### config.mk
export PLATFORM = sky130hd
export DESIGN_NAME = pulse_activity_and_link_monitor
export DESIGN_NICKNAME = d
export VERILOG_FILES = /design/src/hdl/palm_pkg.sv /design/src/hdl/pulse_activity_and_link_monitor.sv
export SDC_FILE = /design/constraint.sdc
export NUM_CORES = 2
export LEC_CHECK = 0
export ABC_AREA = 1
export BUFFER_PORTS_ARGS = -buffer_cell sky130_fd_sc_hd__buf_2
export CELL_PAD_IN_SITES_DETAIL_PLACEMENT = 1
export CELL_PAD_IN_SITES_GLOBAL_PLACEMENT = 1
export CORE_MARGIN = 2
export CORE_UTILIZATION = 25
export CTS_CLUSTER_DIAMETER = 200
export CTS_CLUSTER_SIZE = 20
export DETAILED_ROUTE_END_ITERATION = 10
export PLACE_DENSITY = 0.46
export SETUP_SLACK_MARGIN = 0.15
export SKIP_CTS_REPAIR_TIMING = 1
export SYNTH_ARGS = -nofsm -noshare
export SYNTH_HDL_FRONTEND = slang
export SYNTH_SLANG_ARGS = --single-unit
### constraint.sdc
create_clock -name i_clk -period 23.1 [get_ports i_clk]
set_input_delay 0 -clock i_clk [delete_from_list [all_inputs] [get_ports i_clk]]
set_output_delay 0 -clock i_clk [all_outputs]
set_load 0.02 [all_outputs]
### src/hdl/palm_pkg.sv
// ----------------------------------------------------------------------------
// palm_pkg
// Types and constants shared by the pulse activity and link monitor.
// ----------------------------------------------------------------------------
package palm_pkg;

    localparam int unsigned CFG_IDX_W  = 3;
    localparam int unsigned CFG_DATA_W = 16;
    localparam int unsigned EVQ_DEPTH  = 8;
    localparam int unsigned EVQ_PTR_W  = $clog2(EVQ_DEPTH);
    localparam int unsigned EVQ_CNT_W  = $clog2(EVQ_DEPTH + 1);

    localparam logic [15:0] JUMP_LIMIT_RST    = 16'd100;
    localparam logic [7:0]  QUIET_TIMEOUT_RST = 8'd15;
    localparam logic [9:0]  LINK_TIMEOUT_RST  = 10'd60;
    localparam logic [15:0] SENSOR_ID_RST     = 16'd0;
    localparam logic [15:0] INIT_COUNT_RST    = 16'd0;

    typedef enum logic [CFG_IDX_W-1:0] {
        CFG_JUMP_LIMIT    = 3'd0,
        CFG_QUIET_TIMEOUT = 3'd1,
        CFG_LINK_TIMEOUT  = 3'd2,
        CFG_SENSOR_ID     = 3'd3,
        CFG_INIT_COUNT    = 3'd4
    } t_cfg_idx;

    typedef enum logic [2:0] {
        EV_START     = 3'd0,
        EV_CONTINUE  = 3'd1,
        EV_END       = 3'd2,
        EV_DISCONN   = 3'd3,
        EV_RECONN    = 3'd4
    } t_event_kind;

    typedef struct packed {
        t_event_kind kind;
        logic [31:0] ev_time;
        logic [31:0] open_time;
        logic [31:0] pulse_time;
        logic [15:0] total;
        logic [15:0] base;
        logic [15:0] final_cnt;
        logic        last;
    } t_evt;

endpackage

### src/hdl/pulse_activity_and_link_monitor.sv
// ----------------------------------------------------------------------------
// pulse_activity_and_link_monitor
// Tracks a free-running pulse counter for crossing start, continue and end
// events and watches the link flag for disconnect and reconnect events.
// ----------------------------------------------------------------------------
// A sample is registered on acceptance and evaluated in the next cycle, where
// the crossing and link state update and up to two events are written into an
// eight-entry event queue, from which an event reaches the output. The input
// side takes a sample in any cycle in which the queue keeps at least four free
// slots beyond the two reserved for a sample in flight. The output port moves
// one event per cycle while i_out_stall is low, which sets the sustained rate:
// one sample per cycle when each gives at most one event, less when each gives
// two. The sensor identifier is driven from its configuration register, which
// the user must change only while the block is idle; the block does not enforce it.
module pulse_activity_and_link_monitor
    import palm_pkg::*;
(
    input  logic                  i_clk,
    input  logic                  i_rst_n,

    input  logic                  i_cfg_we,
    input  logic [CFG_IDX_W-1:0]  i_cfg_index,
    input  logic [CFG_DATA_W-1:0] i_cfg_data,

    input  logic                  i_in_valid,
    output logic                  o_in_stall,
    input  logic [15:0]           i_pulse_count,
    input  logic                  i_link_up,
    input  logic [31:0]           i_now_seconds,

    output logic                  o_out_valid,
    input  logic                  i_out_stall,
    output logic [2:0]            o_event_kind,
    output logic [15:0]           o_event_sensor,
    output logic [31:0]           o_event_time,
    output logic [31:0]           o_crossing_start_time,
    output logic [31:0]           o_crossing_last_time,
    output logic [15:0]           o_pulses_total,
    output logic [15:0]           o_base_count,
    output logic [15:0]           o_final_count,
    output logic                  o_last_of_run
);

    // Configuration.
    logic [15:0] r_jump_limit;
    logic [7:0]  r_quiet_timeout;
    logic [9:0]  r_link_timeout;
    logic [15:0] r_sensor_id;

    // Input register.
    logic        r_in_vld;
    logic [15:0] r_pulse_count;
    logic        r_link_up;
    logic [31:0] r_now;

    // Crossing and link state.
    logic        r_detecting,   n_detecting;
    logic [31:0] r_open_time,   n_open_time;
    logic [31:0] r_act_time,    n_act_time;
    logic [15:0] r_base,        n_base;
    logic [15:0] r_prev,        n_prev;
    logic        r_link_lost,   n_link_lost;
    logic        r_loss_pend,   n_loss_pend;
    logic [31:0] r_loss_since,  n_loss_since;

    // Event queue.
    t_evt                 r_evq [EVQ_DEPTH];
    logic [EVQ_PTR_W-1:0] r_wr_ptr;
    logic [EVQ_PTR_W-1:0] r_rd_ptr;
    logic [EVQ_CNT_W-1:0] r_evq_cnt;

    logic [15:0] step;
    logic        jump;
    logic [15:0] base_eff;
    logic [31:0] start_eff;
    logic [31:0] act_eff;
    logic        det_eff;
    logic [15:0] total;
    logic        quiet_over;
    logic        link_over;
    logic        cr_vld;
    logic        lk_vld;
    t_evt        cr_evt;
    t_evt        lk_evt;
    t_evt        slot0;
    logic [1:0]  push_cnt;
    logic        pop;
    logic [EVQ_CNT_W-1:0] inflight;
    t_evt        head;

    // Room is judged on registered state only: the queue count plus two slots
    // reserved for a sample still sitting in the input register.
    assign inflight   = r_in_vld ? EVQ_CNT_W'(2) : EVQ_CNT_W'(0);
    assign o_in_stall = (r_evq_cnt + inflight) > EVQ_CNT_W'(EVQ_DEPTH - 4);

    always_comb begin
        step      = r_pulse_count - r_prev;
        jump      = step > r_jump_limit;
        // A jump re-bases the counter and drops any crossing in progress.
        base_eff  = jump ? r_pulse_count : r_base;
        start_eff = jump ? 32'd0 : r_open_time;
        act_eff   = jump ? 32'd0 : r_act_time;
        det_eff   = jump ? 1'b0 : r_detecting;
        total     = r_pulse_count - base_eff;
        quiet_over = {1'b0, r_now} > ({1'b0, act_eff} + {25'd0, r_quiet_timeout});
        link_over  = {1'b0, r_now} > ({1'b0, r_loss_since} + {23'd0, r_link_timeout});

        n_detecting  = det_eff;
        n_open_time  = start_eff;
        n_act_time   = act_eff;
        n_base       = base_eff;
        n_prev       = r_pulse_count;
        n_link_lost  = r_link_lost;
        n_loss_pend  = r_loss_pend;
        n_loss_since = r_loss_since;

        cr_vld = 1'b0;
        cr_evt = '0;
        cr_evt.total = total;
        cr_evt.ev_time = r_now;
        if (!det_eff) begin
            if (total != 16'd0) begin
                cr_vld       = 1'b1;
                cr_evt.kind  = EV_START;
                n_open_time  = r_now;
                n_act_time   = r_now;
                n_detecting  = 1'b1;
            end
        end else if (!jump && step != 16'd0) begin
            cr_vld      = 1'b1;
            cr_evt.kind = EV_CONTINUE;
            n_act_time  = r_now;
        end else if (quiet_over) begin
            cr_vld            = 1'b1;
            cr_evt.kind       = EV_END;
            cr_evt.open_time  = start_eff;
            cr_evt.pulse_time = act_eff;
            cr_evt.base       = base_eff;
            cr_evt.final_cnt  = r_pulse_count;
            n_base            = r_pulse_count;
            n_detecting       = 1'b0;
        end

        lk_vld = 1'b0;
        lk_evt = '0;
        lk_evt.kind = EV_RECONN;
        lk_evt.ev_time = r_now;
        lk_evt.last = 1'b1;
        if (r_link_lost) begin
            if (r_link_up) begin
                lk_vld      = 1'b1;
                n_link_lost = 1'b0;
                n_loss_pend = 1'b0;
            end
        end else if (r_loss_pend) begin
            if (link_over) begin
                lk_vld      = 1'b1;
                lk_evt.kind = EV_DISCONN;
                n_link_lost = 1'b1;
            end else if (r_link_up) begin
                n_loss_pend = 1'b0;
            end
        end else if (!r_link_up) begin
            n_loss_pend  = 1'b1;
            n_loss_since = r_now;
        end

        cr_evt.last = !lk_vld;
        slot0       = cr_vld ? cr_evt : lk_evt;
        push_cnt    = r_in_vld ? ({1'b0, cr_vld} + {1'b0, lk_vld}) : 2'd0;
    end

    assign pop  = o_out_valid && !i_out_stall;
    assign head = r_evq[r_rd_ptr];

    always_ff @(posedge i_clk) begin
        if (!i_rst_n) begin
            r_jump_limit    <= JUMP_LIMIT_RST;
            r_quiet_timeout <= QUIET_TIMEOUT_RST;
            r_link_timeout  <= LINK_TIMEOUT_RST;
            r_sensor_id     <= SENSOR_ID_RST;
            r_in_vld        <= 1'b0;
            r_detecting     <= 1'b0;
            r_open_time     <= 32'd0;
            r_act_time      <= 32'd0;
            r_base          <= INIT_COUNT_RST;
            r_prev          <= INIT_COUNT_RST;
            r_link_lost     <= 1'b0;
            r_loss_pend     <= 1'b0;
            r_wr_ptr        <= '0;
            r_rd_ptr        <= '0;
            r_evq_cnt       <= '0;
        end else begin
            r_in_vld <= i_in_valid && !o_in_stall;
            if (r_in_vld) begin
                r_detecting  <= n_detecting;
                r_open_time  <= n_open_time;
                r_act_time   <= n_act_time;
                r_base       <= n_base;
                r_prev       <= n_prev;
                r_link_lost  <= n_link_lost;
                r_loss_pend  <= n_loss_pend;
            end
            r_wr_ptr  <= r_wr_ptr + EVQ_PTR_W'(push_cnt);
            r_rd_ptr  <= r_rd_ptr + EVQ_PTR_W'(pop);
            r_evq_cnt <= r_evq_cnt + EVQ_CNT_W'(push_cnt) - EVQ_CNT_W'(pop);
            if (i_cfg_we) begin
                unique case (i_cfg_index)
                    CFG_JUMP_LIMIT:    r_jump_limit    <= i_cfg_data;
                    CFG_QUIET_TIMEOUT: r_quiet_timeout <= i_cfg_data[7:0];
                    CFG_LINK_TIMEOUT:  r_link_timeout  <= i_cfg_data[9:0];
                    CFG_SENSOR_ID:     r_sensor_id     <= i_cfg_data;
                    CFG_INIT_COUNT: begin
                        r_detecting  <= 1'b0;
                        r_open_time  <= 32'd0;
                        r_act_time   <= 32'd0;
                        r_base       <= i_cfg_data;
                        r_prev       <= i_cfg_data;
                    end
                    default: ;
                endcase
            end
        end
    end

    // Payload storage without reset.
    always_ff @(posedge i_clk) begin
        if (i_in_valid && !o_in_stall) begin
            r_pulse_count <= i_pulse_count;
            r_link_up     <= i_link_up;
            r_now         <= i_now_seconds;
        end
        if (r_in_vld) begin
            r_loss_since <= n_loss_since;
        end
        if (push_cnt != 2'd0) begin
            r_evq[r_wr_ptr] <= slot0;
        end
        if (push_cnt == 2'd2) begin
            r_evq[r_wr_ptr + EVQ_PTR_W'(1)] <= lk_evt;
        end
    end

    assign o_out_valid           = r_evq_cnt != '0;
    assign o_event_kind          = head.kind;
    assign o_event_sensor        = r_sensor_id;
    assign o_event_time          = head.ev_time;
    assign o_crossing_start_time = head.open_time;
    assign o_crossing_last_time  = head.pulse_time;
    assign o_pulses_total        = head.total;
    assign o_base_count          = head.base;
    assign o_final_count         = head.final_cnt;
    assign o_last_of_run         = head.last;

    a_evq_bound: assert property (@(posedge i_clk) disable iff (!i_rst_n)
        r_evq_cnt <= EVQ_CNT_W'(EVQ_DEPTH))
        else $error("event queue count beyond its depth");

    a_evq_room: assert property (@(posedge i_clk) disable iff (!i_rst_n)
        r_in_vld |-> r_evq_cnt <= EVQ_CNT_W'(EVQ_DEPTH - 2))
        else $error("no room for the events of the sample in flight");

    a_lost_pend: assert property (@(posedge i_clk) disable iff (!i_rst_n)
        r_link_lost |-> r_loss_pend)
        else $error("link lost without a pending loss");

    a_take: assert property (@(posedge i_clk) disable iff (!i_rst_n)
        (i_in_valid && !o_in_stall) |=> r_in_vld)
        else $error("accepted sample not registered");

endmodule
==> impl_metrics.env <==
export IMPL_final_cell_mix="1,252 x nand2_1, 1,061 x dfxtp_1, 872 x nor2_1"
export IMPL_start_kind="flop"
export IMPL_slew_viol_final=0
export IMPL_coreArea_mm2=0.2565
export IMPL_port_buffer_count=238
export IMPL_p_int_mw=4.558
export IMPL_relSlewSlack=0.1526
export IMPL_hp_class="input port to flop"
export IMPL_drt_first_pass_iters=6
export IMPL_syn_num_nets=8253
export IMPL_die_h_um=511.6
export IMPL_tritoncts="yes"
export IMPL_grt_pass1_wl_um=397100
export IMPL_syn2layout_area_growth_pct=11.78
export IMPL_synth_async_sr_flop_share=0
export IMPL_p_comb_frac=0.447
export IMPL_finClkSkew_ns=0.05776
export IMPL_p_leak_nw=29.39
export IMPL_fin_crit_ns=12.47
export IMPL_critical_path_top_delay_family="simple AND/OR/NAND/NOR gates"
export IMPL_clkPwrFrac=0.188
export IMPL_postRouteAntennaNets=0
export IMPL_stdcell_area_mm2=0.07199
export IMPL_status="completed"
export IMPL_via_per_inst=4.970
export IMPL_switchingPower_mw=3.886
export IMPL_die_w_um=511.6
export IMPL_tns_ns=0
export IMPL_critical_path_max_stage_delay_ns=0.75
export IMPL_nNetsFinal=8235
export IMPL_multiInputGateArea_mm2=0.02733
export IMPL_cp_max_fo=47
export IMPL_period_share=0.5399
export IMPL_antenna_found_initial=14
export IMPL_slowest_stage="nor2_4"
export IMPL_seqCellArea_mm2=0.03215
export IMPL_cts_path_max_buffers=3
export IMPL_pwr_density_cell_mw_per_mm2=117.3
export IMPL_start_util=0.2511
export IMPL_switching_share=0.4602
export IMPL_netlist_instances=8033
export IMPL_yosys_warnings=0
export IMPL_worstPathRequired_ns=23.76
export IMPL_rsz0062_at_grt="false"
export IMPL_grt_pass1_vias=56890
export IMPL_place_area_mm2=0.06859
export IMPL_grt_use_total=0.2015
export IMPL_grt_max_degree=189
export IMPL_worstPathArrival_ns=13.13
export IMPL_rows=186
export IMPL_vdd_drop_max_mv=0.1126
export IMPL_end_kind="flop"
export IMPL_drive_gt1_frac=0.08588
export IMPL_num_vias=56820
export IMPL_holdWs_ns=0.05865
export IMPL_path_clk_slew_ns=0.10
export IMPL_drc_errors=0
export IMPL_hold_viol=0
export IMPL_synth_distinct_cells=61
export IMPL_fillCellCount=30590
export IMPL_cts_made_buffers=81
export IMPL_yosysSeqAreaShare=0.4990
export IMPL_cts_sinks=1425
export IMPL_max_freq_mhz=80.18
export IMPL_dp_hpwl_um=168100
export IMPL_synth_area_mm2=0.06441
export IMPL_synth_edf_count=361
export IMPL_drt_first_iter_violations=3492
export IMPL_syn_area_per_cell_um2=8.018
export IMPL_wl_per_cell_um=23.75
export IMPL_dieArea_mm2=0.2617
export IMPL_grt_ovfl_total=0
export IMPL_setup_viol=0
export IMPL_ys_seq_elements=1425
export IMPL_path_buf_inv=11
export IMPL_fin_cells=11430
export IMPL_drt_wl_total_um=271600
export IMPL_ys_flop_type="dfxtp_1"
export IMPL_power_frac_seq=0.364
export IMPL_crit_top_cell="nand2_1"
export IMPL_maxCapViolations=0
export IMPL_dp_cells=11200
export IMPL_critPathKind="flop to flop"
export IMPL_io_pins=239
export IMPL_gp_congestion=0.8475
export IMPL_clkLatencyLatePin_ns=0.76
export IMPL_root_buffer="clkbuf_16"
export IMPL_tightest_slew_ns=1.271
export IMPL_final_common_cell="nand2_1"
export IMPL_ctsHtreeMaxLevel=3
==> area by class of cell <==
class | count | share of cell area
timing repair buffer | 458 | 0.04435
multi-input combinational | 5313 | 0.3796
tap | 3384 | 0.05881
clock inverter | 3 | 0.0005735
sequential | 1425 | 0.4466
antenna | 4 | 0.0001390
clock buffer | 111 | 0.03061
inverter | 736 | 0.03933
==> per-stage QoR <==
step | power [mW] | utilization | worst slack [ns]
after floorplan | 5.422 | - | 13.76
after global placement | 6.946 | 0.2674 | 10.73
after detailed placement | 6.984 | 0.2674 | 10.49
after CTS | 8.601 | 0.2762 | 10.45
after global routing | 9.023 | 0.2807 | 9.280
final | 8.445 | 0.2807 | 10.63
==> kinds of logic after synthesis <==
logic type,count (synthesis),synth area share
flip-flops,1425,0.4990
XOR/XNOR,81,0.01136
adder cells (fa/ha/maj),147,0.02926
AND/OR/NAND/NOR,2703,0.1765
buffers and inverters,1295,0.07878
AO/OA/AOI/OAI,2382,0.2051
==> state kept, by name, summed over array words and instances (netlist names) <==
| signal | flops |
|---|---|
| r_jump_limit | 16 |
| r_rd_ptr | 3 |
| r_base | 16 |
| r_evq_cnt | 4 |
| r_prev | 16 |
| r_detecting | 1 |
| r_link_lost | 1 |
| r_link_timeout | 10 |
| r_open_time | 32 |
| r_evq | 1184 |
| r_loss_since | 32 |
| n_prev | 16 |
| r_loss_pend | 1 |
| r_quiet_timeout | 8 |
| r_wr_ptr | 3 |
| o_event_sensor | 16 |
| r_in_vld | 1 |
| r_act_time | 32 |
| r_now | 32 |
| r_link_up | 1 |
==> cells in the mapped netlist, types with 14 or more instances <==
| cell | n | area [um^2] |
|---|---|---|
| nand2_2 | 75 | 469.2 |
| nand3_1 | 329 | 1647 |
| xor2_1 | 59 | 516.8 |
| o21bai_1 | 19 | 142.6 |
| nand4_1 | 58 | 362.9 |
| nor3_1 | 30 | 150.1 |
| o22ai_2 | 40 | 500.5 |
| xnor2_1 | 19 | 166.4 |
| inv_1 | 682 | 2560 |
| buf_1 | 52 | 195.2 |
| clkinv_1 | 40 | 150.1 |
| o21ai_0 | 823 | 4119 |
| nand2_1 | 1253 | 4703 |
| clkbuf_1 | 468 | 1757 |
| o22ai_1 | 396 | 2477 |
| a31oi_1 | 154 | 963.4 |
| a21oi_1 | 591 | 2958 |
| nor2_1 | 884 | 3318 |
| edfxtp_1 | 361 | 10840 |
| nand3_2 | 14 | 140.1 |
| dfxtp_1 | 1064 | 21300 |
| buf_6 | 21 | 236.5 |
| o21ai_2 | 41 | 359.1 |
| or2_2 | 15 | 93.84 |
| ha_1 | 141 | 1764 |
| o21ai_1 | 286 | 1431 |
==> worst paths after layout <==
kind,startpoint,end,slack [ns],cells past startpoint
worst min register to register,o_event_sensor[11]$_SDFFE_PN0P_,o_event_sensor[11]$_SDFFE_PN0P_,0.45,2
worst max register to register,n_prev[0]$_DFFE_PP_,r_evq[0][12]$_SDFFE_PP0P_,10.63,61
worst min-delay path,i_now_seconds[23],r_now[23]$_DFFE_PP_,0.06,2
worst max-delay path,n_prev[0]$_DFFE_PP_,r_evq[0][12]$_SDFFE_PP0P_,10.63,61
==> power by group through the flow <==
stage | clock network [mW] | registers [mW] | logic, mW
after detailed placement | 0 | 3.14 | 3.85
after floorplan | 0 | 3.05 | 2.37
after CTS | 1.66 | 3.08 | 3.86
final | 1.59 | 3.08 | 3.78
after global routing | 1.73 | 3.11 | 4.18
after global placement | 0 | 3.13 | 3.82
==> metal layers <==
metal | vias to the layer above | track usage | part of all wire
li1 | 27010 | - | -
met1 | 28790 | 0.2762 | 0.48
met2 | 779 | 0.3396 | 0.47
met3 | 235 | 0.01977 | 0.028
met4 | 8 | 0.04644 | 0.024
met5 | - | 0 | 0.00017
Power figures use the tool's default switching activity.
